--- config.mk ---
export PLATFORM = sky130hd
export DESIGN_NAME = strict_utf8_validator
export DESIGN_NICKNAME = d
export VERILOG_FILES = /design/src/rtl/suv_pkg.sv /design/src/rtl/suv_step.sv /design/src/rtl/strict_utf8_validator.sv
export SDC_FILE = /design/constraint.sdc
export NUM_CORES = 1
export LEC_CHECK = 0
export BUFFER_PORTS_ARGS = -buffer_cell sky130_fd_sc_hd__buf_2
export CAP_MARGIN = 10
export CELL_PAD_IN_SITES_DETAIL_PLACEMENT = 1
export CELL_PAD_IN_SITES_GLOBAL_PLACEMENT = 1
export CORE_MARGIN = 1
export CORE_UTILIZATION = 40
export DETAILED_ROUTE_END_ITERATION = 8
export PLACE_DENSITY_LB_ADDON = 0.15
export SLEW_MARGIN = 15
export SYNTH_ARGS = -nofsm -noshare
export SYNTH_HDL_FRONTEND = slang
export SYNTH_HIERARCHICAL = 1
export SYNTH_SLANG_ARGS = --single-unit
--- constraint.sdc ---
create_clock -name aclk -period 1.8 [get_ports aclk]
set_input_delay 0.27 -clock aclk [delete_from_list [all_inputs] [get_ports aclk]]
set_output_delay 0.27 -clock aclk [all_outputs]
set_load 0.1 [all_outputs]
--- src/rtl/suv_pkg.sv ---
package suv_pkg;

    // Byte classification masks and tags
    localparam logic [7:0] LeadMask2    = 8'hE0;
    localparam logic [7:0] LeadTag2     = 8'hC0;
    localparam logic [7:0] LeadMask3    = 8'hF0;
    localparam logic [7:0] LeadTag3     = 8'hE0;
    localparam logic [7:0] LeadMask4    = 8'hF8;
    localparam logic [7:0] LeadTag4     = 8'hF0;
    localparam logic [7:0] ContMask     = 8'hC0;
    localparam logic [7:0] ContTag      = 8'h80;
    localparam logic [7:0] NulByte      = 8'h00;

    // Sequence lengths
    localparam logic [2:0] SeqLen2      = 3'd2;
    localparam logic [2:0] SeqLen3      = 3'd3;
    localparam logic [2:0] SeqLen4      = 3'd4;

    // Code point limits
    localparam logic [20:0] MinCp2      = 21'h000080;
    localparam logic [20:0] MinCp3      = 21'h000800;
    localparam logic [20:0] MinCp4      = 21'h010000;
    localparam logic [20:0] MaxCp       = 21'h10FFFF;
    localparam logic [20:0] SurrLow     = 21'h00D800;
    localparam logic [20:0] SurrHigh    = 21'h00DFFF;

    typedef struct packed {
        logic [1:0]  pending;
        logic [2:0]  seq_len;
        logic [20:0] code_point;
        logic        err;
    } suv_state_t;

    typedef struct packed {
        logic error_so_far;
        logic string_valid;
        logic string_end;
    } suv_result_t;

endpackage

--- src/rtl/suv_step.sv ---
module suv_step
    import suv_pkg::*;
(
    input  suv_state_t  cur_state,
    input  logic [7:0]  data_byte,
    input  logic        is_last,
    output suv_state_t  nxt_state,
    output suv_result_t result
);

    logic [20:0] cp_acc;
    logic [1:0]  pend_dec;
    logic        bad_cp;

    assign cp_acc   = {cur_state.code_point[14:0], data_byte[5:0]};
    assign pend_dec = cur_state.pending - 2'd1;

    always_comb begin
        bad_cp = ((cur_state.seq_len == SeqLen2) && (cp_acc < MinCp2)) ||
                 ((cur_state.seq_len == SeqLen3) && (cp_acc < MinCp3)) ||
                 ((cur_state.seq_len == SeqLen4) && (cp_acc < MinCp4)) ||
                 (cp_acc > MaxCp) ||
                 ((cp_acc >= SurrLow) && (cp_acc <= SurrHigh));
    end

    always_comb begin
        nxt_state = cur_state;
        if (!cur_state.err) begin
            if (cur_state.pending == 2'd0) begin
                if (!data_byte[7]) begin
                    if (data_byte == NulByte) begin
                        nxt_state = '0;
                        nxt_state.err = 1'b1;
                    end
                end else if ((data_byte & LeadMask2) == LeadTag2) begin
                    nxt_state.seq_len    = SeqLen2;
                    nxt_state.code_point = {16'd0, data_byte[4:0]};
                    nxt_state.pending    = 2'd1;
                end else if ((data_byte & LeadMask3) == LeadTag3) begin
                    nxt_state.seq_len    = SeqLen3;
                    nxt_state.code_point = {17'd0, data_byte[3:0]};
                    nxt_state.pending    = 2'd2;
                end else if ((data_byte & LeadMask4) == LeadTag4) begin
                    nxt_state.seq_len    = SeqLen4;
                    nxt_state.code_point = {18'd0, data_byte[2:0]};
                    nxt_state.pending    = 2'd3;
                end else begin
                    nxt_state = '0;
                    nxt_state.err = 1'b1;
                end
            end else if ((data_byte & ContMask) != ContTag) begin
                nxt_state = '0;
                nxt_state.err = 1'b1;
            end else if (pend_dec != 2'd0) begin
                nxt_state.code_point = cp_acc;
                nxt_state.pending    = pend_dec;
            end else begin
                // sequence complete: drop it, flag if overlong, out of range or a surrogate
                nxt_state = '0;
                nxt_state.err = bad_cp;
            end
        end

        result.error_so_far = nxt_state.err;
        result.string_valid = is_last && !nxt_state.err && (nxt_state.pending == 2'd0);
        result.string_end   = is_last;

        if (is_last) begin
            nxt_state = '0;
        end
    end

endmodule

--- src/rtl/strict_utf8_validator.sv ---
// Channel  | Ports                                        | Fields, lowest bit up
// ---------+----------------------------------------------+--------------------------------
// s_ (in)  | s_tvalid s_tready s_tdata s_tlast            | data_byte; tlast = is_last
// m_ (out) | m_tvalid m_tready m_tdata m_tlast            | error_so_far, string_valid; tlast = string_end
//
// One byte per clock sustained while m_ accepts. A byte accepted on s_ is held in the
// input register, passes decode and is written to the result register for its m_ transaction.
// Reset (aresetn low, synchronous) empties both stages and clears the decoder state.
// A stall on m_ holds the result register; the input register keeps taking a byte
// while it is empty or while its byte moves into the result register.
module strict_utf8_validator
    import suv_pkg::*;
(
    input  logic       aclk,
    input  logic       aresetn,
    input  logic       s_tvalid,
    output logic       s_tready,
    input  logic [7:0] s_tdata,    // [7:0] data_byte
    input  logic       s_tlast,    // is_last
    output logic       m_tvalid,
    input  logic       m_tready,
    output logic [7:0] m_tdata,    // [0] error_so_far, [1] string_valid, [7:2] zero
    output logic       m_tlast     // string_end
);

    // Input register
    logic        in_valid_reg;
    logic        in_valid_next;
    logic [7:0]  in_byte_reg;
    logic        in_last_reg;

    // Decoder state
    suv_state_t  state_reg;
    suv_state_t  state_next;

    // Result register
    logic        out_valid_reg;
    logic        out_valid_next;
    suv_result_t out_res_reg;
    suv_result_t step_res;

    logic        s_fire;
    logic        advance;

    // Move the held byte through decode when the result register frees up
    assign advance = in_valid_reg && (!out_valid_reg || m_tready);
    assign s_tready = !in_valid_reg || advance;
    assign s_fire   = s_tvalid && s_tready;

    suv_step u_step (
        .cur_state (state_reg),
        .data_byte (in_byte_reg),
        .is_last   (in_last_reg),
        .nxt_state (state_next),
        .result    (step_res)
    );

    always_comb begin
        in_valid_next = in_valid_reg;
        if (s_fire) begin
            in_valid_next = 1'b1;
        end else if (advance) begin
            in_valid_next = 1'b0;
        end

        out_valid_next = out_valid_reg;
        if (advance) begin
            out_valid_next = 1'b1;
        end else if (m_tready) begin
            out_valid_next = 1'b0;
        end
    end

    // Control state
    always_ff @(posedge aclk) begin
        if (!aresetn) begin
            in_valid_reg  <= 1'b0;
            out_valid_reg <= 1'b0;
            state_reg     <= '0;
        end else begin
            in_valid_reg  <= in_valid_next;
            out_valid_reg <= out_valid_next;
            if (advance) begin
                state_reg <= state_next;
            end
        end
    end

    // Payload: capture on transaction, hold otherwise
    always_ff @(posedge aclk) begin
        if (s_fire) begin
            in_byte_reg <= s_tdata;
            in_last_reg <= s_tlast;
        end
        if (advance) begin
            out_res_reg <= step_res;
        end
    end

    assign m_tvalid = out_valid_reg;
    assign m_tdata  = {6'd0, out_res_reg.string_valid, out_res_reg.error_so_far};
    assign m_tlast  = out_res_reg.string_end;

    // A verdict of valid only on a clean final byte
    a_valid_needs_end: assert property (@(posedge aclk) disable iff (!aresetn)
        m_tvalid |-> (!out_res_reg.string_valid ||
                      (out_res_reg.string_end && !out_res_reg.error_so_far)))
        else $error("string_valid without clean string end");

    // Decoder state is cleared after the last byte of a string
    a_clear_after_last: assert property (@(posedge aclk) disable iff (!aresetn)
        (advance && in_last_reg) |=> (state_reg == '0))
        else $error("decoder state not cleared after last byte");

    // Once an error is latched, the open sequence is dropped
    a_err_drops_seq: assert property (@(posedge aclk) disable iff (!aresetn)
        state_reg.err |-> (state_reg.pending == 2'd0 && state_reg.code_point == '0))
        else $error("sequence still open while error is latched");

    // Decoder state only moves when a byte passes decode
    a_state_holds: assert property (@(posedge aclk) disable iff (!aresetn)
        $past(aresetn) && !$past(advance) |-> $stable(state_reg))
        else $error("decoder state changed without a byte");

endmodule

## Word-level counts from Yosys, hierarchy flattened

Cells that the tools add are included.

| storage, ports and cells | value |
|---|---|
| bits in registers | 35 |
| output and inout port bits | 11 |
| word-level logic and storage cells | 73 |

| cells by class | value |
|---|---|
| $add $sub $neg | 1 |
| magnitude comparators | 6 |
| equality and inequality tests | 10 |
| mux-type cells | 20 |
| reduce and logical (&&, ||, !) cells | 25 |

Operators by type and width:

| kind | number |
|---|---|
| 27-bit two-way mux | 6 |
| 26-bit two-way mux | 3 |
| 21-bit by 16-bit >= comparator with 1-bit output (second input constant) | 1 |
| 21-bit greater-than comparator (second input constant) | 1 |
| 21-bit by 16-bit <= comparator with 1-bit output (second input constant) | 1 |
| 21-bit by 12-bit < comparator with 1-bit output (second input constant) | 1 |
| 21-bit by 17-bit < comparator with 1-bit output (second input constant) | 1 |
| 21-bit by 8-bit < comparator with 1-bit output (second input constant) | 1 |
| 21-bit two-way mux | 1 |
| 1-bit logical AND | 8 |
| 8-bit zero test | 1 |
| 1-bit two-way mux | 8 |
| 3-bit by 2-bit == test with 1-bit output (second input constant) | 2 |
| 3-bit == test (second input constant) | 2 |
| 1-bit logical OR | 6 |
| 2-bit nonzero test | 3 |
| 5-bit == test (second input constant) | 1 |
| 4-bit == test (second input constant) | 1 |
| 2-bit zero test | 2 |
| 2-bit != test (second input constant) | 2 |
| 4-bit by 2-bit != test with 1-bit output (second input constant) | 1 |
| 4-bit != test (second input constant) | 1 |
| 4-bit AND reduction | 1 |
| 1-bit zero test | 3 |
| other kinds (4) | 4 |

## Logic depth before layout (Yosys ltp)

| logic depth | value |
|---|---|
| depth in word-level cells | 13 |
| depth in mapped cells | 10 |
| mapped depth without buffers | 9 |

## Cells and area by module

Netlist, hierarchy kept.

Modules (own cells, without submodules):

| module | instances | cells each | area an instance (µm²) | seq. area each (µm²) |
|---|---|---|---|---|
| strict_utf8_validator | 1 | 145 | 1584.0 | 940.9 |
| suv_step | 1 | 133 | 795.8 | 0.0 |

## Worst setup path after synthesis

Ideal clock, no wire load.

| path | value |
|---|---|
| path type | register to register |
| start point | register out_valid_reg, in the netlist m_tvalid |
| end point | register in_byte_reg[0] (enable) |
| arrival | 2.337 ns |
| data required time | 1.515 ns |
| setup slack | -0.821 ns |
| cell stages (with the launch flop) | 4 |
| buffers on the path | 0 |
| path through | dfxtp_1 -> nor2b_4 -> nand2_1 -> and2_1 |

| between the ends | value |
|---|---|
| word-level cells in the longest chain between the ends | 5 |

Ends and longest elaborated chain:

| what | RTL line | text |
|---|---|---|
| start: declaration | strict_utf8_validator.sv:37 | `logic out_valid_reg;` |
| start signal: assignment | strict_utf8_validator.sv:82 | `out_valid_reg <= out_valid_next;` |
| 1-bit zero test | strict_utf8_validator.sv:46 | `assign advance = in_valid_reg && (!out_valid_reg \|\| m_tready);` |
| 1-bit logical OR | strict_utf8_validator.sv:46 |  |
| 1-bit logical AND | strict_utf8_validator.sv:46 |  |
| 1-bit logical OR | strict_utf8_validator.sv:47 | `assign s_tready = !in_valid_reg \|\| advance;` |
| net s_tready | strict_utf8_validator.sv:17 | `output logic s_tready,` |
| 1-bit logical AND | strict_utf8_validator.sv:48 | `assign s_fire = s_tvalid && s_tready;` |
| end signal: assignment | strict_utf8_validator.sv:92 | `in_byte_reg <= s_tdata;` |
| end: declaration | strict_utf8_validator.sv:29 | `logic [7:0] in_byte_reg;` |

The timed path passes the listed nets, and every way through them passes these cells.
A chain may end at the register's enable or synchronous reset.

==> flow_metrics.env <==
export IMPL_vdd_ir_drop_max_mv=0.567
export IMPL_dieArea_mm2=0.00551
export IMPL_routed_wl_um=5820
export IMPL_cp_slowest_cell="or4_4"
export IMPL_cp_start_kind="flop"
export IMPL_syn_instance_count=242
export IMPL_multiInputGateArea_mm2=0.00127
export IMPL_htreeDepth=2
export IMPL_start_util_pct=42.8
export IMPL_root_buffer="clkbuf_8"
export IMPL_utilization_pct=56.4
export IMPL_clockBufferDepth=2
export IMPL_path_buf_inv=1
export IMPL_cts_tree="done"
export IMPL_grt_pass1_wl_um=9110
export IMPL_path_delay_family="simple AND/OR/NAND/NOR gates"
export IMPL_dp_cells=341
export IMPL_path_clk_slew_ns=0.07
export IMPL_dpl_cell_area_mm2=0.00241
export IMPL_leakage_nw=1.06
export IMPL_n_fill_cell=569
export IMPL_hold_path_class="in2reg"
export IMPL_yosysWarnings=6
export IMPL_viasPerCell=5.32
export IMPL_largest_reg_flops=21
export IMPL_antenna_left=0
export IMPL_vias=1882
export IMPL_setup_viol=21
export IMPL_fmax_mhz=527
export IMPL_clock_sinks=35
export IMPL_synth_area_mm2=0.00209
export IMPL_wl_per_cell_um=16.4
export IMPL_antenna_found_initial=0
export IMPL_first_pass_iters=4
export IMPL_hold_worst_slack_ns=0.155
export IMPL_drc=0
export IMPL_grt_max_degree=26
export IMPL_place_hpwl_um=3990
export IMPL_critPathArrivalTime_ns=2.04
export IMPL_seq_area_um2=828
export IMPL_core_area_mm2=0.00488
export IMPL_min_delay_start="s_tdata[1]"
export IMPL_drtIter0Drc=76
export IMPL_gp_congestion=0.897
export IMPL_num_io_pins=24
export IMPL_setup_ws_ns=-0.0986
export IMPL_fp_dieH_um=74.2
export IMPL_min_period_ns=1.90
export IMPL_portBuffers=17
export IMPL_worstPathRequired_ns=1.94
export IMPL_skew_ns=0.00681
export IMPL_drive_above_1_share_pct=36.9
export IMPL_postSynthAreaPerCell_um2=8.62
export IMPL_clk_latency_ns=0.29
export IMPL_cts_hold_buf=0
export IMPL_grt_setup_unrepaired="yes"
export IMPL_nets=301
export IMPL_synthToLayoutAreaGrowth_pct=31.8
export IMPL_critical_path_max_fanout=4
export IMPL_finalHoldViolCount=0
export IMPL_instances_no_fill=354
export IMPL_die_w_um=74.2
export IMPL_grt_overflow=0
export IMPL_crit_type="reg2reg"
export IMPL_finalInstanceArea_mm2=0.00275
export IMPL_worst_path_largest_cell_delay_ns=0.60
export IMPL_finalMaxSlewViolations=0
export IMPL_crit_chain="or4_4 > o22a_4 > buf_6 > a211oi_4 > nand2_1 > nor3_2"
export IMPL_worstSetupStartpoint="in_byte_reg[5]$_DFFE_PP_"
export IMPL_endpoint_kind="flop"
export IMPL_insertedDiodeCount=0
export IMPL_violations="negative setup slack"
export IMPL_num_rows=25
export IMPL_min_period_over_period_pct=105
export IMPL_maxCapViolCount=0
export IMPL_status="finished with violations"
export IMPL_cts_buffers=5
export IMPL_timing_rr_start="in_byte_reg[5]$_DFFE_PP_"
export IMPL_grt_pass1_vias=1822
export IMPL_power_density_mw_per_mm2=705
export IMPL_grt_usage_pct=22.4
cell usage in the layout, fill, tap and decap left out, drive strengths merged, types with 2 or more instances in the layout:
cell,instances
a21oi,6
a32oi,2
nand2,53
nor2,23
nor3,6
clkinv,2
buf,58
conb,6
or3,2
o21ai,6
o2bb2ai,2
a22oi,12
nand3,2
nor2b,10
ha,2
nand4,2
dfxtp,23
mux2i,21
or4,3
inv,4
clkbuf,5
nand2b,4
edfxtp,12
nor4,3
stage by stage:
stage | power (mW) | setup TNS, ns | setup WS [ns]
2_1_floorplan | 1.12 | -0.525 | -0.0719
3_3_place_gp | 1.19 | -0.964 | -0.117
3_5_place_dp | 1.19 | -1.67 | -0.148
4_1_cts | 1.93 | -1.17 | -0.100
5_1_grt | 2.01 | -2.48 | -0.190
6_report | 1.94 | -0.860 | -0.0986
worst paths after layout:
kind,end,slack [ns],depth (start not counted)
worst max-delay path,m_tdata[1]$_DFFE_PP_,-0.1,6
worst min-delay path,in_byte_reg[1]$_DFFE_PP_,0.15,1
worst max register to register,m_tdata[1]$_DFFE_PP_,-0.1,6
worst min register to register,state_reg[25]$_SDFFE_PN0P_,0.47,2
worst reg2reg max path, stage by stage (launching register included):
cell and delay, ns:
edfxtp_1 0.39, or4_4 0.60, o22a_4 0.25, buf_6 0.12, a211oi_4 0.20, nand2_1 0.10, nor3_2 0.10
routing by layer:
metal	up-vias	global-route usage, %	routed length [um]
met5	-	0	0
met1	908	28.7	2540
met3	11	4.74	207
met2	48	38.0	2960
li1	915	-	-
met4	0	6.92	114
layout make-up:
cell class                 count  area share, %
sequential                    35           30.1
tap                           67           3.05
multi-input combinational    182           46.3
clock buffer                   5           2.50
inverter                       4          0.546
clock inverter                 3           1.59
timing repair buffer          58           15.9
what timing repair did:
action                                  4_1_cts  5_1_grt
resized for setup                            17       30
pin swaps                                     4       23
setup buffers                                 1        5
endpoints found under the setup margin       23       23
power by group:
group | internal [mW] | leakage [nW] | switching [mW]
Sequential | 0.841 | 0.304 | 0.0192
Combinational | 0.130 | 0.697 | 0.235
Clock | 0.412 | 0.0581 | 0.301
Total | 1.38 | 1.06 | 0.555
Note: power is estimated with default switching activity, not from simulation.
